--- config.mk ---
export PLATFORM = sky130hd
export DESIGN_NAME = mnbs_seq
export DESIGN_NICKNAME = d
export VERILOG_FILES = /design/src/design/mnbs_pkg.sv /design/src/design/mnbs_seq.sv
export SDC_FILE = /design/constraint.sdc
export NUM_CORES = 1
export LEC_CHECK = 0
export BUFFER_PORTS_ARGS = -buffer_cell sky130_fd_sc_hd__buf_2
export CAP_MARGIN = 10
export CORE_MARGIN = 4
export CORE_UTILIZATION = 37
export DETAILED_ROUTE_END_ITERATION = 7
export PLACE_DENSITY = 0.65
export SLEW_MARGIN = 20
export SYNTH_ARGS = -nofsm -noshare
export SYNTH_HDL_FRONTEND = slang
export SYNTH_SLANG_ARGS = --single-unit
--- constraint.sdc ---
create_clock -name clk -period 12.43 [get_ports clk]
set_input_delay 3.729 -clock clk [delete_from_list [all_inputs] [get_ports clk]]
set_output_delay 3.729 -clock clk [all_outputs]
set_load 0.005 [all_outputs]
--- src/design/mnbs_pkg.sv ---
package mnbs_pkg;

  // Table geometry.
  localparam int TABLE_DEPTH = 256;
  localparam int IDX_W = $clog2(TABLE_DEPTH);
  localparam int CNT_W = IDX_W + 1;

  // Field widths of one beat.
  localparam int WHOLE_W = 16;
  localparam int NUMER_W = 16;
  localparam int DENOM_W = 15;
  localparam int SLOT_W = 8;
  localparam int CFG_W = 9;

  // Shared multiplier: 32-bit signed times 16-bit signed plus 16-bit signed addend.
  localparam int MUL_A_W = 32;
  localparam int MUL_B_W = 16;
  localparam int MUL_C_W = 16;
  localparam int PROD_W = 48;

  // Operation codes.
  localparam logic OP_WRITE = 1'b0;
  localparam logic OP_SEARCH = 1'b1;

  // One stored mixed number.
  typedef struct packed {
    logic [WHOLE_W-1:0] whole;
    logic [NUMER_W-1:0] numer;
    logic [DENOM_W-1:0] denom;
  } entry_t;

  // Write request into the table.
  typedef struct packed {
    logic             en;
    logic [IDX_W-1:0] addr;
    entry_t           data;
  } tbl_wr_t;

  // Operands for the shared multiply-add unit, as raw two's-complement bits.
  typedef struct packed {
    logic [MUL_A_W-1:0] a;
    logic [MUL_B_W-1:0] b;
    logic [MUL_C_W-1:0] c;
  } mul_req_t;

  // Search sequencer states.
  typedef enum logic [2:0] {
    ST_IDLE,
    ST_KEY,
    ST_TB,
    ST_CHECK,
    ST_TA,
    ST_LHS,
    ST_RHS,
    ST_CMP
  } state_t;

endpackage

--- src/design/mnbs_seq.sv ---
module mnbs_seq
  import mnbs_pkg::*;
(
  input  logic               clk,
  input  logic               rst,
  input  logic               start,
  input  logic               operation,
  input  logic [SLOT_W-1:0]  slot,
  input  logic [WHOLE_W-1:0] value_whole,
  input  logic [NUMER_W-1:0] value_numerator,
  input  logic [DENOM_W-1:0] value_denominator,
  input  logic [CNT_W-1:0]   count,
  input  entry_t             rd_data,
  input  logic [PROD_W-1:0]  mul_p,
  output logic               busy,
  output tbl_wr_t            tbl_wr,
  output logic [IDX_W-1:0]   rd_addr,
  output mul_req_t           mul_req,
  output logic               done,
  output logic               found,
  output logic [IDX_W-1:0]   hit_index
);

  state_t state;
  state_t state_next;

  logic [WHOLE_W-1:0] key_whole;
  logic [NUMER_W-1:0] key_numer;
  logic [DENOM_W-1:0] key_denom;
  logic [MUL_A_W-1:0] tb;
  logic [PROD_W-1:0]  lhs;
  logic [CNT_W-1:0]   lo;
  logic [CNT_W-1:0]   lim;
  logic [IDX_W-1:0]   mid;
  logic [IDX_W-1:0]   mid_next;
  logic [CNT_W:0]     mid_sum;
  logic               in_range;
  logic               accept;
  logic               is_eq;
  logic               is_lt;

  assign busy = (state != ST_IDLE);
  assign accept = start && !busy;

  // Midpoint of the open range [lo, lim).
  assign in_range = (lo < lim);
  assign mid_sum = {1'b0, lo} + {1'b0, lim} - (CNT_W + 1)'(1);
  assign mid_next = (state == ST_CHECK) ? mid_sum[IDX_W:1] : mid;

  // Exact compare of entry against key by cross products.
  assign is_eq = (lhs == mul_p);
  assign is_lt = ($signed(lhs) < $signed(mul_p));

  // Next state.
  always_comb begin
    state_next = state;
    case (state)
      ST_IDLE: begin
        if (accept && operation == OP_SEARCH) begin
          state_next = ST_KEY;
        end
      end
      ST_KEY:   state_next = ST_TB;
      ST_TB:    state_next = ST_CHECK;
      ST_CHECK: state_next = in_range ? ST_TA : ST_IDLE;
      ST_TA:    state_next = ST_LHS;
      ST_LHS:   state_next = ST_RHS;
      ST_RHS:   state_next = ST_CMP;
      ST_CMP:   state_next = is_eq ? ST_IDLE : ST_CHECK;
      default:  state_next = ST_IDLE;
    endcase
  end

  // Outputs to the table and the shared multiplier.
  always_comb begin
    tbl_wr.en = accept && (operation == OP_WRITE) &&
                (CNT_W'(slot) < CNT_W'(TABLE_DEPTH));
    tbl_wr.addr = IDX_W'(slot);
    tbl_wr.data.whole = value_whole;
    tbl_wr.data.numer = value_numerator;
    tbl_wr.data.denom = value_denominator;
    rd_addr = mid_next;
    mul_req = '0;
    case (state)
      ST_KEY: begin
        // tb = whole * denom + numer for the key.
        mul_req.a = {{(MUL_A_W - WHOLE_W){key_whole[WHOLE_W-1]}}, key_whole};
        mul_req.b = {1'b0, key_denom};
        mul_req.c = key_numer;
      end
      ST_TA: begin
        // ta = whole * denom + numer for the entry.
        mul_req.a = {{(MUL_A_W - WHOLE_W){rd_data.whole[WHOLE_W-1]}}, rd_data.whole};
        mul_req.b = {1'b0, rd_data.denom};
        mul_req.c = rd_data.numer;
      end
      ST_LHS: begin
        // ta * key denominator.
        mul_req.a = mul_p[MUL_A_W-1:0];
        mul_req.b = {1'b0, key_denom};
      end
      ST_RHS: begin
        // tb * entry denominator.
        mul_req.a = tb;
        mul_req.b = {1'b0, rd_data.denom};
      end
      default: begin
        mul_req = '0;
      end
    endcase
  end

  // State register.
  always_ff @(posedge clk) begin
    if (rst) begin
      state <= ST_IDLE;
    end else begin
      state <= state_next;
    end
  end

  // Result strobe and result fields.
  always_ff @(posedge clk) begin
    if (rst) begin
      done <= 1'b0;
      found <= 1'b0;
      hit_index <= '0;
    end else begin
      done <= 1'b0;
      if (state == ST_CHECK && !in_range) begin
        done <= 1'b1;
        found <= 1'b0;
        hit_index <= '0;
      end else if (state == ST_CMP && is_eq) begin
        done <= 1'b1;
        found <= 1'b1;
        hit_index <= mid;
      end
    end
  end

  // Search datapath registers.
  always_ff @(posedge clk) begin
    if (accept) begin
      key_whole <= value_whole;
      key_numer <= value_numerator;
      key_denom <= value_denominator;
      lo <= '0;
      lim <= count;
    end
    mid <= mid_next;
    if (state == ST_TB) begin
      tb <= mul_p[MUL_A_W-1:0];
    end
    if (state == ST_RHS) begin
      lhs <= mul_p;
    end
    if (state == ST_CMP && !is_eq) begin
      if (is_lt) begin
        lo <= CNT_W'(mid) + CNT_W'(1);
      end else begin
        lim <= CNT_W'(mid);
      end
    end
  end

endmodule

======== Word level (Yosys, flattened, before mapping) ========
Index checks and enable logic that the tools add are counted.
W data, S select, Z words.
storage, ports and cells
  flip-flop bits (word level) ............. 166
  bits of input ports ..................... 163
cells by class
  $add $sub $neg .......................... 3
  magnitude comparators ................... 2
  equal/unequal tests ..................... 9
  multiplexer cells ....................... 15
  bitwise logic cells ..................... 1
  reduce and logical (&&, ||, !) cells .... 12
operators with widths
  kind                   number
  $pmux W48 S4           1
  $mux W9                6
  $eq A48 B48 Y1         1
  $lt A48 B48 Y1         1
  $pmux W16 S2           1
  $pmux W3 S8            1
  $eq A3 B3 Y1 const B   4
  $add A8 B1 Y9 const B  1
  $add A9 B9 Y9          1
  $lt A9 B9 Y1           1
  $sub A9 B1 Y9 const B  1
  $mux W8                1
  $eq A3 B2 Y1 const B   2
  $logic_and A1 B1 Y1    6
  $mux W3                2
  $eq A3 B1 Y1 const B   1
  $logic_not A1 Y1       3
  $logic_not A3 Y1       1
  $reduce_bool A3 Y1     1
  $mux W1                2
  $mux W2                1
  $ne A2 B2 Y1 const B   1
  $reduce_or A2 Y1       1
  $not A1 Y1             1

======== Longest topological paths before layout ========
Gate-level depths: netlist (run 1).
  depth after elaboration ................. 6
  depth in mapped cells ................... 11
  mapped depth without buffers ............ 11

======== Worst setup path before layout (run 1) ========
OpenSTA, ideal clock, no wires.
  path type ............................... in2out
  start ................................... in rd_data[46] (netlist name)
  end ..................................... out mul_req[53] (netlist name)
  data arrival time ....................... 4.461 ns
  required time ........................... 8.701 ns
  setup slack ............................. 4.240 ns
  cell stages on the path ................. 3
  cells stage by stage .................... a22o_1 clkbuf_1 a221o_1
RTL lines
  element          line            text
  start, declared  mnbs_seq.sv:13  input entry_t rd_data,
  end, declared    mnbs_seq.sv:18  output mul_req_t mul_req,

==> impl_metrics.csv, run 1 <==
group,metric,value,unit
cts,clk_pin_slew,0.07,ns
placed_design,place_ws,3.91,ns
sta,slew_viol_final,0,
synthesis,yosysSeqAreaShare,0.541,
grt,antenna_found_initial,1,
worst_setup_path,criticalPathCategory,"input port to output pin",
cts,cts_setup_buffers,0,
floorplanning,start_util,0.375,
job,maxCapViolations,0,
floorplanning,die_area,25400,um^2
floorplanning,core_area,22600,um^2
cts,hold_buffers,0,
synthesis,synth_top_area_frac,0.449,
run_status,status,"completed",
pwr,vdd_drop_max,0.0764,mV
final_layout,nets,1192,
worst_setup_path,worstPathMaxFanout,17,
cts,htree_num_levels,4,
synthesis,synth_area,8490,um^2
grt,grt_first_pass_wirelength,33.0,mm
worst_setup_path,cp-start-kind,"input port",
pwr,leakage,4.78,nW
route,drc,0,
worst_setup_path,cp_data_required_time,8.70,ns
placed_design,place_area,9810,um^2
worst_setup_path,path_cells,"buf_2 -> a22o_1 -> a221o_1 -> buf_2",
cts,cts-resized-gates,0,
synthesis,syn_nets,967,
grt,grt_pass1_vias,6362,
worst_setup_path,slowest_delay,0.44,ns
route,wire_per_inst,16.9,um
grt,busiest_layer,"met2",
grt,grt_max_degree,46,
final_layout,area_growth,22.5,%
synthesis,synth.distinct_cells,50,
cts,cts_root_buf,"clkbuf_16",
route,drt_wl_total,21.2,mm
sta,max-slew-margin-rel,0.489,
final_layout,layout-drive-gt1-share,0.358,
synthesis,synth_edf_count,127,
final_layout,final_area,10400,um^2
synthesis,synth_area_per_cell,11.6,um^2
worst_setup_path,crit_top_cell,"buf_2",
cts,clk_latency,0.43,ns
synthesis,yosys_warnings,0,
pwr,powerDensity,139,nW/um^2
route,ant_nets,0,
sta,finClkSkew,0.0108,ns
sta,hold_viol,0,
sta,post-route-period-util,0.684,
sta,setup_ws,3.93,ns
floorplanning,rows,55,
worst_setup_path,slowest_stage,"a22o_1",
route,vias_per_cell,4.96,
sta,fmax,118,MHz
route,num_vias,6232,
synthesis,synth_flop_cell,"edfxtp_1",
floorplanning,die_w,160,um
grt,use_met1,0.198,
placed_design,io_buffers,284,
grt,grt.met2_usage,0.282,
route,first_pass_iters,5,
grt,grt_use_met3,0.0378,
route,drt_iter0_drc,256,
grt,grt_use_total,0.162,
placed_design,place_congestion,0.817,
synthesis,yosys_register_bits,166,
sta,setup_tns,0,ns
synthesis,async_flop_share,0,
synthesis,syn_inst,732,
grt,grt.overflow.total,0,
sta,tightest_slew,0.767,ns
cts,cts_buffer_depth,2,
synthesis,synth_area_leader_cell,"edfxtp_1",
placed_design,dp_hpwl,16.1,mm
cts,clkSinkCount,166,
min_path,hp-class,"flop to flop",
worst_setup_path,arrival,4.77,ns
synthesis,synth.area.top_cells,"edfxtp_1 45%, ha_1 10%, dfxtp_1 9.2%, buf_4 4.9%, inv_1 3.7%",
floorplanning,die_h,160,um
sta,setup-violations-final,0,
cts,cts_tree,"built",
floorplanning,io_pins,302,
worst_setup_path,cp-end-kind,"output pin",
cts,cts_inserted_buffers,17,
sta,rsz0062_at_grt,"false",
sta,period_needed,8.50,ns
## synthesized netlist by cell type, types with 3 or more instances
cell / number
edfxtp_1: 127
inv_1: 83
ha_1: 71
buf_4: 56
nand2_1: 43
dfxtp_1: 39
a21oi_1: 36
a22o_1: 35
nor2_1: 31
a22oi_1: 30
clkbuf_1: 28
a221o_1: 17
o21ai_0: 16
nand4_1: 13
mux2_2: 10
nand3_1: 10
mux2i_1: 8
xnor2_1: 8
nor4_1: 6
o2bb2ai_1: 6
a21o_1: 5
nor2b_1: 5
xor2_1: 5
nor3_1: 4
o21bai_1: 4
a211oi_1: 3
and2_1: 3
## where the power goes
part	switching (W)	internal [W]
combinational	0.000127	0.000112
sequential	0.0000325	0.000641
clock	0.000251	0.000289
## worst max-delay path: cells and delay by family
kind / cells / cell delay [ns]
compound gates: 2 / 0.80
buf+inv: 2 / 0.23
## flip-flops by register name, indices dropped and copies added (netlist names)
register	count
key_numer	16
state	3
found	1
lhs	48
tb	32
key_denom	15
key_whole	16
lim	9
lo	9
done	1
hit_index	8
mid	8
## routing by layer
metal  wire [um]  part of all wire  up-vias
met3        1160             0.055       22
met2       10700              0.50      207
li1            -                 -     3076
met4         343             0.016        0
met5           0                 0        -
met1        9060              0.43     2927
## path summary, 6_finish.rpt
check / to / startpoint / slack (ns) / cells after the start
max: mul_req[52] / rd_data[46] / 3.93 / 4
min: lo[8]$_DFF_P_ / lo[8]$_DFF_P_ / 0.48 / 1
max reg2reg: lo[6]$_DFF_P_ / lhs[47]$_DFFE_PN_ / 9.32 / 8
min reg2reg: lo[8]$_DFF_P_ / lo[8]$_DFF_P_ / 0.48 / 1
## layout make-up
type                    count  area, um^2
flip-flops and latches    166        4590
repair buffers            291        1470
clock buffers              17         425
inverters                  83         312
clock inverters            15         171
diodes                      1        2.50
multi-input cells         398        3070
fillers                  2105       12200
well taps                 285         357
## logic make-up after synthesis
family                   after synthesis  share of synthesized area
buffers and inverters                168                     0.0991
AO/OA/AOI/OAI                        164                      0.143
multiplexers                          18                     0.0227
other                                  1                   0.000441
flip-flops                           166                      0.541
AND/OR/NAND/NOR                      130                     0.0735
XOR/XNOR                              13                     0.0134
adder cells (fa/ha/maj)               72                      0.107
## cell usage in the layout, fill, tap and decap left out, types with 3 or more instances in the layout
| master | Yosys | layout |
|---|---|---|
| o2bb2ai_1 | 6 | 6 |
| xnor2_1 | 8 | 8 |
| buf_2 | 1 | 284 |
| inv_6 | 0 | 4 |
| mux2_2 | 10 | 10 |
| ha_1 | 71 | 71 |
| nor4_1 | 6 | 6 |
| a21o_1 | 5 | 5 |
| nand2_1 | 43 | 43 |
| mux2i_1 | 8 | 8 |
| clkinvlp_4 | 0 | 3 |
| a22o_1 | 35 | 35 |
| dfxtp_1 | 39 | 39 |
| o21bai_1 | 4 | 4 |
| a221o_1 | 17 | 17 |
| buf_4 | 56 | 7 |
| nand3_1 | 10 | 10 |
| nor2b_2 | 0 | 3 |
| a22oi_1 | 30 | 30 |
| nand4_1 | 13 | 13 |
| clkbuf_16 | 0 | 17 |
| edfxtp_1 | 127 | 127 |
| inv_1 | 83 | 82 |
| inv_8 | 0 | 6 |
| a21oi_1 | 36 | 36 |
| nor2_1 | 31 | 31 |
| nor3_1 | 4 | 4 |
| o21ai_0 | 16 | 16 |
| xor2_1 | 5 | 5 |
| a211oi_1 | 3 | 3 |
## per-stage QoR
step / cells / total power (W) / util / hold slack, ns
floorplan: 732 / 0.000831 / - / 0.437
global placement: 1223 / 0.000922 / 0.433 / 0.446
detailed placement: 1223 / 0.000927 / 0.433 / 0.465
CTS: 1255 / 0.00147 / 0.460 / 0.482
global route: 1256 / 0.00153 / 0.460 / 0.499
finish: 1256 / 0.00145 / 0.460 / 0.480
Note: power is estimated with default switching activity, not from simulation.
==> run 2: changes to the inputs <==
- ABC_AREA: not set -> 1
- PLACE_DENSITY: 0.65 -> 0.67
- clock period: 12.43 -> 7.7 ns (I/O delays scaled with it)
==> run 2 against run 1 <==
Effect of this change:
- count of clock-buffer cells in the layout unchanged
- die area increased by 6.1%
- utilization up 0.054 points
- critical path depth increased by 2
- non-clock buffer count increased by 1
- cell area grew 5.0%
- worst setup slack worse by 2.1 ns
- clock skew about the same
- via count up 16%
- routed wire length grew 13%
- sequential share of layout area fell by 2.1 points
- critical endpoint is now mul_req[50]
==> impl_metrics.csv, run 2 <==
group,metric,value,unit
pwr,power.total,0.00253,W
final_layout,layout_common_cells,"284 x buf_2, 201 x nand2_1, 127 x edfxtp_1",
sta,fmax,171,MHz
synthesis,synth_area_per_cell,9.77,um^2
synthesis,synth_commonest_cells,"202 x nand2_1, 127 x edfxtp_1, 113 x inv_1",
sta,hold_viol,0,
floorplanning,rows,56,
sta,period_needed,5.83,ns
cts,htree_num_levels,4,
worst_setup_path,worstPathMaxFanout,17,
cts,cts_setup_buffers,0,
synthesis,synth_flop_cell,"edfxtp_1",
final_layout,final_common_cell,"buf_2",
worst_setup_path,reg2reg_depth,9,
route,dr_wl_met3,1.61,mm
synthesis,synth.area.top_cells,"edfxtp_1 42%, ha_1 9.8%, dfxtp_1 8.6%, nand2_1 8.4%, inv_1 4.7%",
placed_design,io_buffers,284,
route,drt_wl_total,24.1,mm
grt,grt_use_total,0.180,
min_path,hp-class,"flop to flop",
job,maxCapViolations,0,
pwr,leakage,5.17,nW
route,drt_iter0_drc,410,
synthesis,synth_area_leader_cell,"edfxtp_1",
final_layout,nFillCells,2266,
synthesis,syn_nets,1160,
final_layout,final_area,10900,um^2
pwr,vdd_drop_max,0.152,mV
sta,setup-violations-final,0,
final_layout,nets,1383,
synthesis,async_flop_share,0,
sta,setup_tns,0,ns
pwr,powerDensity,232,nW/um^2
final_layout,area_growth,21.0,%
sta,tightest_slew,0.856,ns
min_path,whs_path_depth,2,
cts,clk_latency,0.42,ns
final_layout,top_regs,"lhs: 48 flops, tb: 32 flops",
worst_setup_path,cp-end-kind,"output pin",
worst_setup_path,r2r_setup_slack,5.09,ns
cts,cts_root_buf,"clkbuf_16",
floorplanning,die_h,164,um
worst_setup_path,cp_data_required_time,5.39,ns
grt,grt_max_degree,64,
route,met2_length,12.0,mm
worst_setup_path,arrival,3.52,ns
min_path,min_to,"hit_index[0]$_SDFFE_PP0P_",
synthesis,synth.distinct_cells,48,
final_layout,regArea,4600,um^2
sta,finClkSkew,0.0104,ns
min_path,min_from,"hit_index[0]$_SDFFE_PP0P_",
synthesis,synth.most_common_cell,"nand2_1",
final_layout,largest_reg_flops,48,
sta,setup_ws,1.87,ns
worst_setup_path,criticalPathCategory,"input port to output pin",
placed_design,dp_hpwl,18.0,mm
route,top_layer,"met4",
route,wire_per_inst,16.3,um
floorplanning,core_area,23800,um^2
cts,hold_buffers,0,
route,first_pass_iters,5,
grt,grt_pass1_vias,7168,
route,ant_nets,0,
cts,cts_tree,"built",
placed_design,place_ws,1.76,ns
sta,max-slew-margin-rel,0.427,
route,drc,0,
synthesis,yosys_warnings,0,
sta,slew_viol_final,0,
synthesis,syn_inst,925,
synthesis,yosys_register_bits,166,
synthesis,yosysSeqAreaShare,0.508,
worst_setup_path,r2r_start,"lhs[7]$_DFFE_PN_",
final_layout,layout-drive-gt1-share,0.310,
grt,grt_first_pass_wirelength,37.7,mm
route,num_vias,7222,
synthesis,synth_edf_count,127,
route,vias_per_cell,4.88,
sta,post-route-period-util,0.757,
floorplanning,io_pins,302,
grt,grt.overflow.total,0,
cts,cts_buffer_depth,2,
run_status,status,"completed",
final_layout,largest-register,"lhs",
synthesis,synth_area,9040,um^2
cts,cts-resized-gates,0,
floorplanning,start_util,0.380,
floorplanning,die_area,27000,um^2
route,drt-met1-wl,10.0,mm
cts,clk_pin_slew,0.07,ns
synthesis,synth_top_area_frac,0.422,
cts,clkSinkCount,166,
cts,cts_inserted_buffers,17,
grt,antenna_found_initial,2,
sta,rsz0062_at_grt,"false",
final_layout,multi_input_area,3420,um^2
worst_setup_path,reg2reg_to,"hit_index[5]$_SDFFE_PP0P_",
floorplanning,die_w,164,um
placed_design,place_congestion,0.892,
worst_setup_path,cp-start-kind,"input port",
placed_design,place_area,10300,um^2
## run 2: cell count changes after synthesis, sizes merged, moves of 17 or more
| cell | change |
|---|---|
| o211ai | +18 |
| inv | +35 |
| nand2 | +165 |
| a221o | -17 |
| a22oi | -30 |
| a22o | -35 |
| nand3 | +78 |
## run 2: worst max-delay path by stage
| stage | cells after the start | slack [ns] | endpoint | start |
|---|---|---|---|---|
| after floorplan | 5 | 2.45 | mul_req[53] | rd_data[46] |
| after global placement | 6 | 1.81 | mul_req[50] | rd_data[46] |
| after detailed placement | 6 | 1.76 | mul_req[50] | rd_data[46] |
| after CTS | 6 | 1.76 | mul_req[50] | rd_data[46] |
| after global routing | 6 | 1.73 | mul_req[50] | rd_data[46] |
| final | 6 | 1.87 | mul_req[50] | rd_data[46] |
## run 2: logic make-up after synthesis
| family | synth area share |
|---|---|
| buffers and inverters | 0.115 |
| flip-flops | 0.508 |
| adder cells (fa/ha/maj) | 0.101 |
| XOR/XNOR | 0.00872 |
| AND/OR/NAND/NOR | 0.183 |
| AO/OA/AOI/OAI | 0.0842 |
| other | 0.000415 |
## run 2: layout make-up
class                           instances  share of cell area
Tap cell                              319              0.0365
Sequential cell                       166               0.420
Antenna cell                            1            0.000229
Clock buffer                           17              0.0389
Multi-Input combinational cell        551               0.313
Timing Repair Buffer                  292               0.135
Clock inverter                         14              0.0140
Inverter                              120              0.0413
## run 2: report_power, final
part / switching, W / internal, W / leakage [nW] / total (W)
registers: 0.0000587 / 0.00106 / 1.49 / 0.00112
logic: 0.000340 / 0.000222 / 3.41 / 0.000563
clock network: 0.000373 / 0.000479 / 0.268 / 0.000852
total: 0.000772 / 0.00176 / 5.17 / 0.00253
## run 2: worst max-delay path: stages
cell,delay (ns)
buf_2,0.08
nand3_1,0.07
nand2_1,0.10
clkinv_1,0.44
o211ai_1,0.34
buf_2,0.18
## run 2: metrics by stage
step	util	hold WS, ns	cells
after detailed placement	0.436	0.456	1448
after CTS	0.460	0.467	1479
after floorplan	-	0.462	925
after global placement	0.436	0.451	1448
after global routing	0.460	0.492	1480
final	0.460	0.463	1480
## run 2: routing by layer
layer	up-vias	track usage
met2	304	0.314
met3	24	0.0331
met4	0	0.0503
li1	3567	-
met5	-	0
met1	3327	0.227
