--- src/design/mnbs_pkg.sv ---
package mnbs_pkg;

  // Table geometry.
  localparam int TABLE_DEPTH = 256;
  localparam int IDX_W = $clog2(TABLE_DEPTH);
  localparam int CNT_W = IDX_W + 1;

  // Field widths of one beat.
  localparam int WHOLE_W = 16;
  localparam int NUMER_W = 16;
  localparam int DENOM_W = 15;
  localparam int SLOT_W = 8;
  localparam int CFG_W = 9;

  // Shared multiplier: 32-bit signed times 16-bit signed plus 16-bit signed addend.
  localparam int MUL_A_W = 32;
  localparam int MUL_B_W = 16;
  localparam int MUL_C_W = 16;
  localparam int PROD_W = 48;

  // Operation codes.
  localparam logic OP_WRITE = 1'b0;
  localparam logic OP_SEARCH = 1'b1;

  // One stored mixed number.
  typedef struct packed {
    logic [WHOLE_W-1:0] whole;
    logic [NUMER_W-1:0] numer;
    logic [DENOM_W-1:0] denom;
  } entry_t;

  // Write request into the table.
  typedef struct packed {
    logic             en;
    logic [IDX_W-1:0] addr;
    entry_t           data;
  } tbl_wr_t;

  // Operands for the shared multiply-add unit, as raw two's-complement bits.
  typedef struct packed {
    logic [MUL_A_W-1:0] a;
    logic [MUL_B_W-1:0] b;
    logic [MUL_C_W-1:0] c;
  } mul_req_t;

  // Search sequencer states.
  typedef enum logic [2:0] {
    ST_IDLE,
    ST_KEY,
    ST_TB,
    ST_CHECK,
    ST_TA,
    ST_LHS,
    ST_RHS,
    ST_CMP
  } state_t;

endpackage

--- src/design/mnbs_mul.sv ---
module mnbs_mul
  import mnbs_pkg::*;
(
  input  logic              clk,
  input  mul_req_t          req,
  output logic [PROD_W-1:0] p
);

  logic signed [PROD_W-1:0] prod;

  // Signed multiply-add; the true result always fits in 48 bits.
  assign prod = $signed(req.a) * $signed(req.b) + $signed(req.c);

  always_ff @(posedge clk) begin
    p <= prod;
  end

endmodule

--- config.mk ---
export PLATFORM = sky130hd
export DESIGN_NAME = mnbs_mul
export DESIGN_NICKNAME = d
export VERILOG_FILES = /design/src/design/mnbs_pkg.sv /design/src/design/mnbs_mul.sv
export SDC_FILE = /design/constraint.sdc
export NUM_CORES = 1
export LEC_CHECK = 0
export BUFFER_PORTS_ARGS = -buffer_cell sky130_fd_sc_hd__buf_2
export CORE_UTILIZATION = 43
export CTS_CLUSTER_SIZE = 12
export DETAILED_ROUTE_END_ITERATION = 10
export GPL_ROUTABILITY_DRIVEN = 1
export HOLD_SLACK_MARGIN = 0.03
export PLACE_DENSITY = 0.69
export RECOVER_POWER = 50
export SYNTH_ARGS = -nofsm -noshare
export SYNTH_HDL_FRONTEND = slang
export SYNTH_SLANG_ARGS = --single-unit
--- constraint.sdc ---
create_clock -name clk -period 9.9 [get_ports clk]
set_input_delay 2.475 -clock clk [delete_from_list [all_inputs] [get_ports clk]]
set_output_delay 2.475 -clock clk [all_outputs]
set_load 0.02 [all_outputs]
# Word-level counts from Yosys, hierarchy flattened
# Index checks and enable logic that the tools add are counted.
[classes]
n_addsub = 1
multipliers = 1
[op_table]
columns = ["op", "count"]
rows = [
  ["$add 48x16->48", 1],
  ["$mul 32x16->48", 1],
]
[word_totals]
regBits = 48
input_bits = 65
output_inout_bits = 48
elab_cells = 3

# Longest topological paths before layout
# Gate-level depths: netlist of the first run.
[logic_depth]
depth_word = 2
depth_mapped = 24
depth_no_buf = 23

# Worst setup path after synthesis of the first run
# Ideal clock, no wire load.
[synth_timing]
path_kind = "input -> register"
from = "input port req[63] in the netlist's numbering"
to = "register p[47]"
setup_time_ns = 0.103
arrival_time_ns = 8.079
t_required_ns = 9.797
path_slack_ns = 1.718
cell_stages = 19
n_path_buf = 1
path_cell_list = "clkbuf_1 > nand2_1 > fa_1 > inv_1 > fa_1 > fa_1 > fa_1 > fa_1 > fa_1 > ha_1 > a211oi_1 > nand2_1 > a211oi_1 > o21ai_0 > nand2_1 > a31oi_2 > a41oi_2 > mux2i_1 > a2111oi_2"
[synth_via]
elab_chain_len = 2
[synth_lines]
columns = ["element", "line_no", "text"]
rows = [
  ["from (decl)", "mnbs_mul.sv:5", "input mul_req_t req,"],
  ["$mul 32x16->48", "mnbs_mul.sv:12", "assign prod = $signed(req.a) * $signed(req.b) + $signed(req.c);"],
  ["$add 48x16->48", "mnbs_mul.sv:12", ""],
  ["net prod[47]", "mnbs_mul.sv:9", "logic signed [PROD_W-1:0] prod;"],
  ["to (signal assigned)", "mnbs_mul.sv:15", "p <= prod;"],
  ["to (decl)", "mnbs_mul.sv:6", "output logic [PROD_W-1:0] p"],
]
# The timed path passes the listed nets, and every way through them passes these cells.

# Final worst setup path of the first run
[layout_timing]
from = "input port req[31] in the netlist's numbering"
to = "register p[41]"
# Same word-level chain as after synthesis.

==> results.txt, run 1 <==
Detail Placement HPWL = 39.9 mm
main combinational cell family by area after synthesis = adder cells
ant diodes = 0
ANT nets after route = 0
number of DRC markers in iteration 0 = 762
post-synthesis instance area = 19500 sq um
register bit total from synthesis = 48
Slew HR = -9.74%
share of cells above drive strength 1 = 4.41%
critical path class = primary input to flip-flop
clock root buffer = clkbuf_16
crit-path leading delay family = adder cells
xor/xnor share of the synthesized area = 2.34%
met1 Usage GRT = 29.6%
failing checks = capacitance limit, slew limit
Yosys top cell area share = 53.6%
critical path capture point type = flip-flop
Final setup violation count = 0
vias in the first global route = 15700
final worst path period share = 91.7%
Nets = 2811
PostCTS Resize Cnt = 0
Routed WL per cell = 17.9 um
grt ovf = 0
Finished Layout Cells = 2703
simple-gate share of the synthesized area = 15.1%
Critical Path, Cell by Cell = buf_2, clkinv_1, buf_4, nor2_1, fa_1, fa_1, fa_1, fa_1, fa_1, inv_1, fa_1, inv_1, ha_1, a21oi_1, o21ai_0, a21o_1, a21oi_1, o31ai_1, a21oi_2, o21ai_1, a311oi_2, xnor2_1
CTS H-tree lvls = 2
Synth async-reset ratio = 0%
placed insts = 2695
initial antenna violation count = 0
Slowest Stage Delay on Critical Path = 570 ps
top cells by area, synth = fa_1 (54%), inv_1 (9.6%), ha_1 (7.4%)
post-layout util = 46.2%
Least-Margin Pin Slew = 1650 ps
CTS sink count = 48
IO Pins = 113
gr busiest metal = met2
CP dominant cell by count = fa_1
Total Wirelength = 48.5 mm
Distinct cells, synth = 58
first drt pass iteration count = 5
compound-gate portion of the synthesized area = 5.03%
Die X = 215 um
All-Layer GR Usage = 22.9%
Syn Nets = 2782
clock slew at reported path FFs = 70 ps
first-pass GRT wire length = 82.8 mm
Core ar. = 44400 sq um
vias post-DR = 13700
Hold Crit Class = primary input to flip-flop
CP bufs+invs = 5
number of enable flip-flop cells after synthesis = 0
largest net degree at the start of global routing = 33
number of flip-flops in the largest register = 48
Largest regs = p (48)
GP Congestion = 0.928
Avg Cell Area, Syn = 9.35 sq um
outcome = finished with violations
initial core utilization = 43.8%
Hold Vio Cnt, Final = 0
Max clock buf depth = 2
Worst EP required = 10150 ps
die area = 46100 sq um
Mapped Cells = 2081
Port Buffers = 112
synth warn = 0
residual DRC count = 0
CTS Buf Count = 5
Data arrival, critical path = 9330 ps
setup bufs post-CTS = 0
total of max-cap violations = 1
final worst path period need = 9070 ps
CP max-delay cell = fa_1
M3 GR Usage = 4.16%
Top reg by flops = p
max-slew violation count = 33
Row Count = 77
cts hold-fix bufs = 0
chip height = 215 um
Setup TNS = 0 ps
post-synth top area cell = fa_1
part of the Yosys area used for sequential elements = 4.94%
fmax = 110 MHz
post-synthesis mux area share = 0.0514%
via/cell ratio = 5.08
Startpoint Class = primary input
Adder-Cell Fraction of Synth Area = 61.0%
Syn-to-layout area delta = 5.36%
CTS tree = done
worst-path fanout max = 15
main flop type after synthesis = dfxtp_1
RSZ-0062 raised after global routing = no
met2 GRT Util = 38.6%
## Yosys cell counts (all sizes together), types with 4 or more instances
| cell | instances |
|---|---|
| a21oi | 45 |
| dfxtp | 48 |
| xnor2 | 36 |
| nor2b | 5 |
| nand3 | 8 |
| nand2 | 310 |
| buf | 9 |
| o21ai | 17 |
| inv | 498 |
| nor2 | 39 |
| a31oi | 8 |
| o211ai | 4 |
| o21bai | 5 |
| a21o | 36 |
| ha | 115 |
| and2 | 204 |
| nand4 | 10 |
| clkbuf | 85 |
| and3 | 6 |
| nor3 | 7 |
| xor2 | 16 |
| a41oi | 4 |
| nand2b | 14 |
| fa | 521 |
## layout make-up
| type | count | area (sq um) |
|---|---|---|
| Clock buffer | 6 | 139 |
| Multi-Input combinational cell | 1440 | 16300 |
| Tap cell | 592 | 741 |
| Timing Repair Buffer | 116 | 531 |
| Fill cell | 4182 | 23900 |
| Inverter | 499 | 1870 |
| Clock inverter | 2 | 10.0 |
| Sequential cell | 48 | 961 |
## path summary, 6_finish.rpt
check	start	end	slack, ps	depth (start not counted)
setup / recovery	req[31]	p[41]	830	22
hold / removal	req[0]	p[0]	2360	2
## layout by cell type (no fill, tap or decap), types with 3 or more instances in the layout
cell / synthesis / final
a31oi_1: 6 / 6
nand2b_1: 14 / 14
o21bai_1: 5 / 5
and3_1: 6 / 6
ha_1: 115 / 115
clkbuf_16: 0 / 5
buf_2: 6 / 64
and2_1: 203 / 203
o21ai_0: 12 / 12
nand2_1: 310 / 310
nor3_1: 6 / 6
o21ai_1: 4 / 4
inv_1: 498 / 498
dfxtp_1: 48 / 48
nor2b_1: 5 / 5
fa_1: 521 / 521
buf_4: 0 / 4
clkbuf_1: 84 / 48
nor2_1: 39 / 39
a41oi_1: 3 / 3
a21oi_1: 43 / 43
xor2_1: 16 / 16
xnor2_1: 36 / 36
nand3_1: 7 / 7
o211ai_1: 4 / 4
a21o_1: 36 / 36
nand4_1: 10 / 10
## kinds of logic (layout without fill, tap and decap cells)
group           after synthesis  count (layout)
flops                        48              48
buf+inv                     593             623
mux                           1               1
simple gates                610             610
xor+xnor                     52              52
compound gates              141             141
fa+ha+maj                   636             636
## per-stage QoR
step	cell area [sq um]	hold WS (ps)	setup WS, ps
2_1_floorplan	19500	2600	1720
3_3_place_gp	20400	2700	641
3_5_place_dp	20400	2710	623
4_1_cts	20600	2340	947
5_1_grt	20500	2360	524
6_report	20500	2360	826
## metal layers
| metal | vias to the layer above | routed length [um] |
|---|---|---|
| met5 | - | 0 |
| met1 | 7123 | 20000 |
| met2 | 464 | 23800 |
| li1 | 6075 | - |
| met3 | 75 | 3120 |
| met4 | 0 | 1590 |
Power of run 1 is left out: the tool's default activity adds up to more than one toggle a clock period on the data nets, which glitch-free logic cannot reach.
==> inputs of run 2 (changes only) <==
--- a/config.mk
+++ b/config.mk
@@ -6,12 +6,12 @@
 export NUM_CORES = 1
 export LEC_CHECK = 0
 export BUFFER_PORTS_ARGS = -buffer_cell sky130_fd_sc_hd__buf_2
-export CORE_UTILIZATION = 43
+export CORE_UTILIZATION = 65
 export CTS_CLUSTER_SIZE = 12
 export DETAILED_ROUTE_END_ITERATION = 10
 export GPL_ROUTABILITY_DRIVEN = 1
 export HOLD_SLACK_MARGIN = 0.03
-export PLACE_DENSITY = 0.69
+export PLACE_DENSITY = 0.93
 export RECOVER_POWER = 50
 export SYNTH_ARGS = -nofsm -noshare
 export SYNTH_HDL_FRONTEND = slang
==> run 2 against run 1 <==
The flow now finishes without violations; global-route usage up 12 points; sequential share of layout area up 0.052 points; maximum frequency up 0.88%; critical path depth down 3; sequential cell count unchanged; cell count down 7.7%; clock-buffer cell count down 1; setup slack better by 79 ps; wire length up 1.7%; non-clock buffer count unchanged; worst hold slack better by 27 ps; critical path type unchanged; highest routed layer unchanged.
==> results.txt, run 2 (same netlist as run 1, synthesis figures left out) <==
CTS sink count = 48 (unchanged)
max-slew violation count = 0 (-100%)
Hold Slack = 2390 ps (+27.2 ps)
cts hold-fix bufs = 0 (unchanged)
CTS tree = done
outcome = finished clean
clock root buffer = clkbuf_16
met3 WL = 5.29 mm (+70%)
Total Wirelength = 49.3 mm (+1.7%)
fmax = 111 MHz (+0.88%)
FF+latch area = 961 sq um (unchanged)
RSZ-0062 raised after global routing = no
Setup TNS = 0 ps (unchanged)
CP dominant cell by count = fa_1
wl on met1 = 16.9 mm (-16%)
most common library cell in the layout ignoring fill and taps = fa_1
CTS H-tree lvls = 2 (unchanged)
Slew HR = 45.0% (+55 points)
largest net degree at the start of global routing = 33 (unchanged)
Routed WL per cell = 19.8 um (+10%)
Placed Area = 20200 sq um (-1.3%)
PostCTS Resize Cnt = 0 (unchanged)
Core ar. = 29100 sq um (-35%)
final worst path period share = 90.9% (-0.80 points)
Port Buffers = 112 (unchanged)
total of max-cap violations = 0 (-1)
Critical Path, Cell by Cell = buf_2, nand2_1, fa_1, inv_1, fa_1, fa_1, fa_1, fa_1, fa_1, ha_1, a211oi_1, nand2_1, a211oi_1, o21ai_0, nand2_1, a31oi_2, a41oi_2, mux2i_1, a2111oi_2
critical path capture point type = flip-flop
via/cell ratio = 5.88 (+16%)
Finished Cell Area = 20300 sq um (-1.1%)
Slowest Stage Delay on Critical Path = 830 ps (+260 ps)
vias in the first global route = 16700 (+6.1%)
initial antenna violation count = 1 (+1)
number of DRC markers in iteration 0 = 1263 (+66%)
Startpoint Class = primary input
grt ovf = 0 (unchanged)
critical path class = primary input to flip-flop
CTS Buf Count = 5 (unchanged)
worst-path fanout max = 32 (+17)
metal2 WL = 24.4 mm (+2.6%)
vias post-DR = 14700 (+6.7%)
Row Count = 62 (-19%)
GP Congestion = 0.931 (+0.42%)
final worst path period need = 8990 ps (-79.4 ps)
All-Layer GR Usage = 35.0% (+12 points)
CP max-delay cell = fa_1
first-pass GRT wire length = 83.0 mm (+0.19%)
Max Used Layer = met4
IO Pins = 113 (unchanged)
Hold Crit Class = primary input to flip-flop
Data arrival, critical path = 9200 ps (-130 ps)
setup bufs post-CTS = 0 (unchanged)
Detail Placement HPWL = 39.7 mm (-0.49%)
Syn-to-layout area delta = 4.21%
clock slew at reported path FFs = 80 ps (about the same)
Largest regs = p (48)
Least-Margin Pin Slew = 819 ps (-827 ps)
share of cells above drive strength 1 = 4.36% (-0.045 points)
Top reg by flops = p
Final setup violation count = 0 (unchanged)
post-layout util = 69.7% (+24 points)
most frequent cells in the layout = fa_1 (521), inv_1 (498), nand2_1 (310), and2_1 (203), ha_1 (115)
area of the multi-input gates = 16300 sq um (unchanged)
Hold Vio Cnt, Final = 0 (unchanged)
ant diodes = 0 (unchanged)
residual DRC count = 0 (unchanged)
Nets = 2811 (unchanged)
chip height = 175 um (-18%)
die area = 30600 sq um (-34%)
Max clock buf depth = 2 (unchanged)
number of flip-flops in the largest register = 48 (unchanged)
first drt pass iteration count = 7 (+2)
Die X = 175 um (-18%)
fillers = 1960 (-53%)
ANT nets after route = 0 (unchanged)
Worst EP required = 10110 ps (-40 ps)
initial core utilization = 66.9% (+23 points)
run 2: changes by cell type in the layout (fill, tap and decap cells not counted):
cell       previous run  this run
clkinv_2              2         0
bufinv_16             0         2
clkbuf_8              1         0
run 2: metrics by stage:
step / worst slack, ps / instances
after detailed placement: 650 / 2487
after global routing: 498 / 2494
after CTS: 977 / 2494
after floorplan: 1720 / 2081
final: 905 / 2494
after global placement: 857 / 2487
run 2: final cells by class:
| cell class | instances | area share [%] |
|---|---|---|
| clock inverter | 2 | 0.296 |
| multi-input combinational | 1440 | 80.1 |
| timing repair buffer | 116 | 2.62 |
| tap | 384 | 2.37 |
| inverter | 499 | 9.23 |
| sequential | 48 | 4.74 |
| clock buffer | 5 | 0.617 |
run 2: final timing paths:
| check | startpoint | end | slack [ps] | depth (start not counted) |
|---|---|---|---|---|
| worst max-delay path | req[20] | p[47] | 910 | 19 |
| worst min-delay path | req[0] | p[0] | 2390 | 2 |
run 2: critical path: cells and delay by family:
family / cells / cell delay, ps
buf+inv: 2 / 650
mux: 1 / 110
simple gates: 3 / 570
compound gates: 6 / 1440
fa+ha+maj: 7 / 3930
run 2: metal layers:
metal  vias up  GRT usage (%)
li1       6082              -
met1      7347           42.2
met2       990           59.4
met3       238           7.51
met4         0           17.8
met5         -              0
Power of run 2 is left out for the same reason.
==> inputs of run 3 (changes only) <==
--- a/config.mk
+++ b/config.mk
@@ -5,6 +5,7 @@
 export SDC_FILE = /design/constraint.sdc
 export NUM_CORES = 1
 export LEC_CHECK = 0
+export ABC_AREA = 1
 export BUFFER_PORTS_ARGS = -buffer_cell sky130_fd_sc_hd__buf_2
 export CORE_UTILIZATION = 65
 export CTS_CLUSTER_SIZE = 12
==> run 3 against run 2 <==
The run now ends with capacitance limit, slew limit left; die area up 8.9%; critical path depth decreased by 1; setup slack better by 380 ps; final area increased by 8.7%; utilization down 0.56 points; sequential share of layout area is 0.38 points lower; maximum frequency up 4.4%; critical endpoint is now p[39]; largest cell class unchanged.
==> results.txt, run 3 <==
outcome = finished with violations
failing checks = capacitance limit, slew limit
top cells by area, synth = fa_1 (49%), inv_1 (15%), nand2_1 (15%)
first-pass GRT wire length = 95.6 mm (+15%)
final worst path period need = 8610 ps (-380 ps)
Worst EP required = 10100 ps (about the same)
fmax = 116 MHz (+4.4%)
Yosys top cell area share = 49.1% (-4.4 points)
Distinct cells, synth = 25 (-57%)
CP max-delay cell = clkbuf_1
Startpoint Class = primary input
max-slew violation count = 33 (+33)
number of flip-flops in the largest register = 48 (unchanged)
vias in the first global route = 20300 (+22%)
residual DRC count = 0 (unchanged)
final worst path period share = 87.0% (-3.8 points)
first drt pass iteration count = 9 (+2)
ANT nets after route = 0 (unchanged)
register bit total from synthesis = 48 (unchanged)
most common library cell in the layout ignoring fill and taps = inv_1
Core ar. = 31900 sq um (+9.6%)
CTS tree = done
Largest regs = p (48)
Avg Cell Area, Syn = 7.61 sq um (-19%)
Slowest Stage Delay on Critical Path = 1310 ps (+480 ps)
fillers = 2505 (+28%)
Nets = 3506 (+25%)
largest net degree at the start of global routing = 34 (+3.0%)
Synth top cells by count = inv_1 (876), nand2_1 (849), fa_1 (521), ha_1 (115), clkbuf_1 (105)
Syn Nets = 3491 (+25%)
part of the Yosys area used for sequential elements = 4.53% (-0.41 points)
ant diodes = 0 (unchanged)
IO Pins = 113 (unchanged)
CTS Buf Count = 5 (unchanged)
vias post-DR = 17600 (+20%)
clock root buffer = clkbuf_16
synth warn = 0 (unchanged)
grt ovf = 0 (unchanged)
chip height = 183 um (+4.4%)
die area = 33400 sq um (+8.9%)
Critical Path, Cell by Cell = clkbuf_1, nand2_1, inv_1, ha_1, fa_1, fa_1, fa_1, inv_1, fa_1, inv_1, ha_1, nand2_1, nor2_1, nand2_1, nor3_2, nand3b_1, nand4_1, nand2_1
share of cells above drive strength 1 = 4.28% (-0.084 points)
area of the multi-input gates = 16600 sq um (+2.0%)
worst-path fanout max = 32 (unchanged)
number of DRC markers in iteration 0 = 1527 (+21%)
Top reg by flops = p
Die X = 183 um (+4.4%)
setup bufs post-CTS = 0 (unchanged)
GP Congestion = 0.932 (about the same)
post-synth top area cell = fa_1
Slew HR = -23.7% (-69 points)
Data arrival, critical path = 8810 ps (-390 ps)
main flop type after synthesis = dfxtp_1
PostCTS Resize Cnt = 0 (unchanged)
Least-Margin Pin Slew = 1850 ps (+1040 ps)
Syn-to-layout area delta = 3.91%
Setup TNS = 0 ps (unchanged)
Hold Crit Depth = 2 (unchanged)
most frequent cells in the layout = inv_1 (876), nand2_1 (849), fa_1 (521), ha_1 (115), nor2_1 (90)
initial core utilization = 66.6% (-0.34 points)
post-synthesis instance area = 21200 sq um (+9.0%)
number of enable flip-flop cells after synthesis = 0 (unchanged)
Endpoint, Worst Hold = p[0]
initial antenna violation count = 0 (-1)
Synth async-reset ratio = 0% (unchanged)
RSZ-0062 raised after global routing = no
All-Layer GR Usage = 36.9% (+2.0 points)
Mapped Cells = 2790 (+34%)
clock slew at reported path FFs = 70 ps (about the same)
most numerous cell in the Yosys netlist = inv_1
critical path class = primary input to flip-flop
CTS H-tree lvls = 2 (unchanged)
Routed WL per cell = 17.6 um (-11%)
Hold Vio Cnt, Final = 0 (unchanged)
CTS sink count = 48 (unchanged)
Row Count = 65 (+4.8%)
total of max-cap violations = 1 (+1)
Detail Placement HPWL = 46.8 mm (+18%)
Port Buffers = 112 (unchanged)
via/cell ratio = 5.43 (-7.5%)
Max clock buf depth = 2 (unchanged)
cts hold-fix bufs = 0 (unchanged)
critical path capture point type = flip-flop
Hold Crit Class = primary input to flip-flop
Total Wirelength = 57.1 mm (+16%)
Final setup violation count = 0 (unchanged)
Hold Path Origin = req[0]
FF+latch area = 961 sq um (unchanged)
-- run 3: changes by cell type in the layout (fill, tap and decap cells not counted), moves of 15 or more --
cell	before	now
a21o_1	36	4
a21oi_1	43	28
and2_1	203	0
inv_1	498	876
nand2_1	310	849
nand3_1	7	50
nor2_1	39	90
xnor2_1	36	3
-- run 3: worst max-delay path by stage --
stage	to	slack (ps)	from
3_3_place_gp	p[43]	1630	req[20]
6_report	p[39]	1290	req[16]
2_1_floorplan	p[47]	2380	req[63]
3_5_place_dp	p[39]	1400	req[20]
4_1_cts	p[39]	1700	req[20]
5_1_grt	p[39]	1120	req[16]
-- run 3: cell type report --
class,instances,share of cell area (%)
inverters,878,14.9
clock inverters,3,0.210
well taps,435,2.47
flip-flops and latches,48,4.36
repair buffers,113,2.30
multi-input cells,1759,75.2
clock buffers,5,0.567
-- run 3: layer usage --
layer	global-route usage, %	vias up	share of wire, %
met1	40.6	8529	33
met2	66.2	1067	51
met3	7.46	314	9.7
met5	0	-	0
li1	-	7701	-
met4	21.6	0	6.3
-- run 3: worst max-delay path, delay by kind of cell --
kind                       cells  cell delay [ps]
buffers and inverters          4             1560
and+or+nand+nor                8             1370
adders and majority gates      6             3380
-- run 3: cell families (layout without fill, tap and decap cells) --
| logic type | Yosys count | count (layout) | synth area share (%) |
|---|---|---|---|
| XOR/XNOR | 28 | 28 | 1.16 |
| adder cells (fa/ha/maj) | 636 | 636 | 55.9 |
| flip-flops | 48 | 48 | 4.53 |
| AO/OA/AOI/OAI | 42 | 42 | 1.12 |
| buffers and inverters | 983 | 999 | 17.4 |
| AND/OR/NAND/NOR | 1053 | 1053 | 19.9 |
-- run 3: metrics by stage --
stage	hold slack [ps]	util (%)	instances	setup slack, ps	area, sq um
floorplan	2600	-	2790	2380	21200
global placement	2700	68.8	3233	1630	21900
detailed placement	2720	68.8	3233	1400	21900
CTS	2410	69.4	3241	1700	22100
global route	2420	69.2	3241	1120	22100
finish	2410	69.2	3241	1290	22100
Power of run 3 is left out for the same reason.
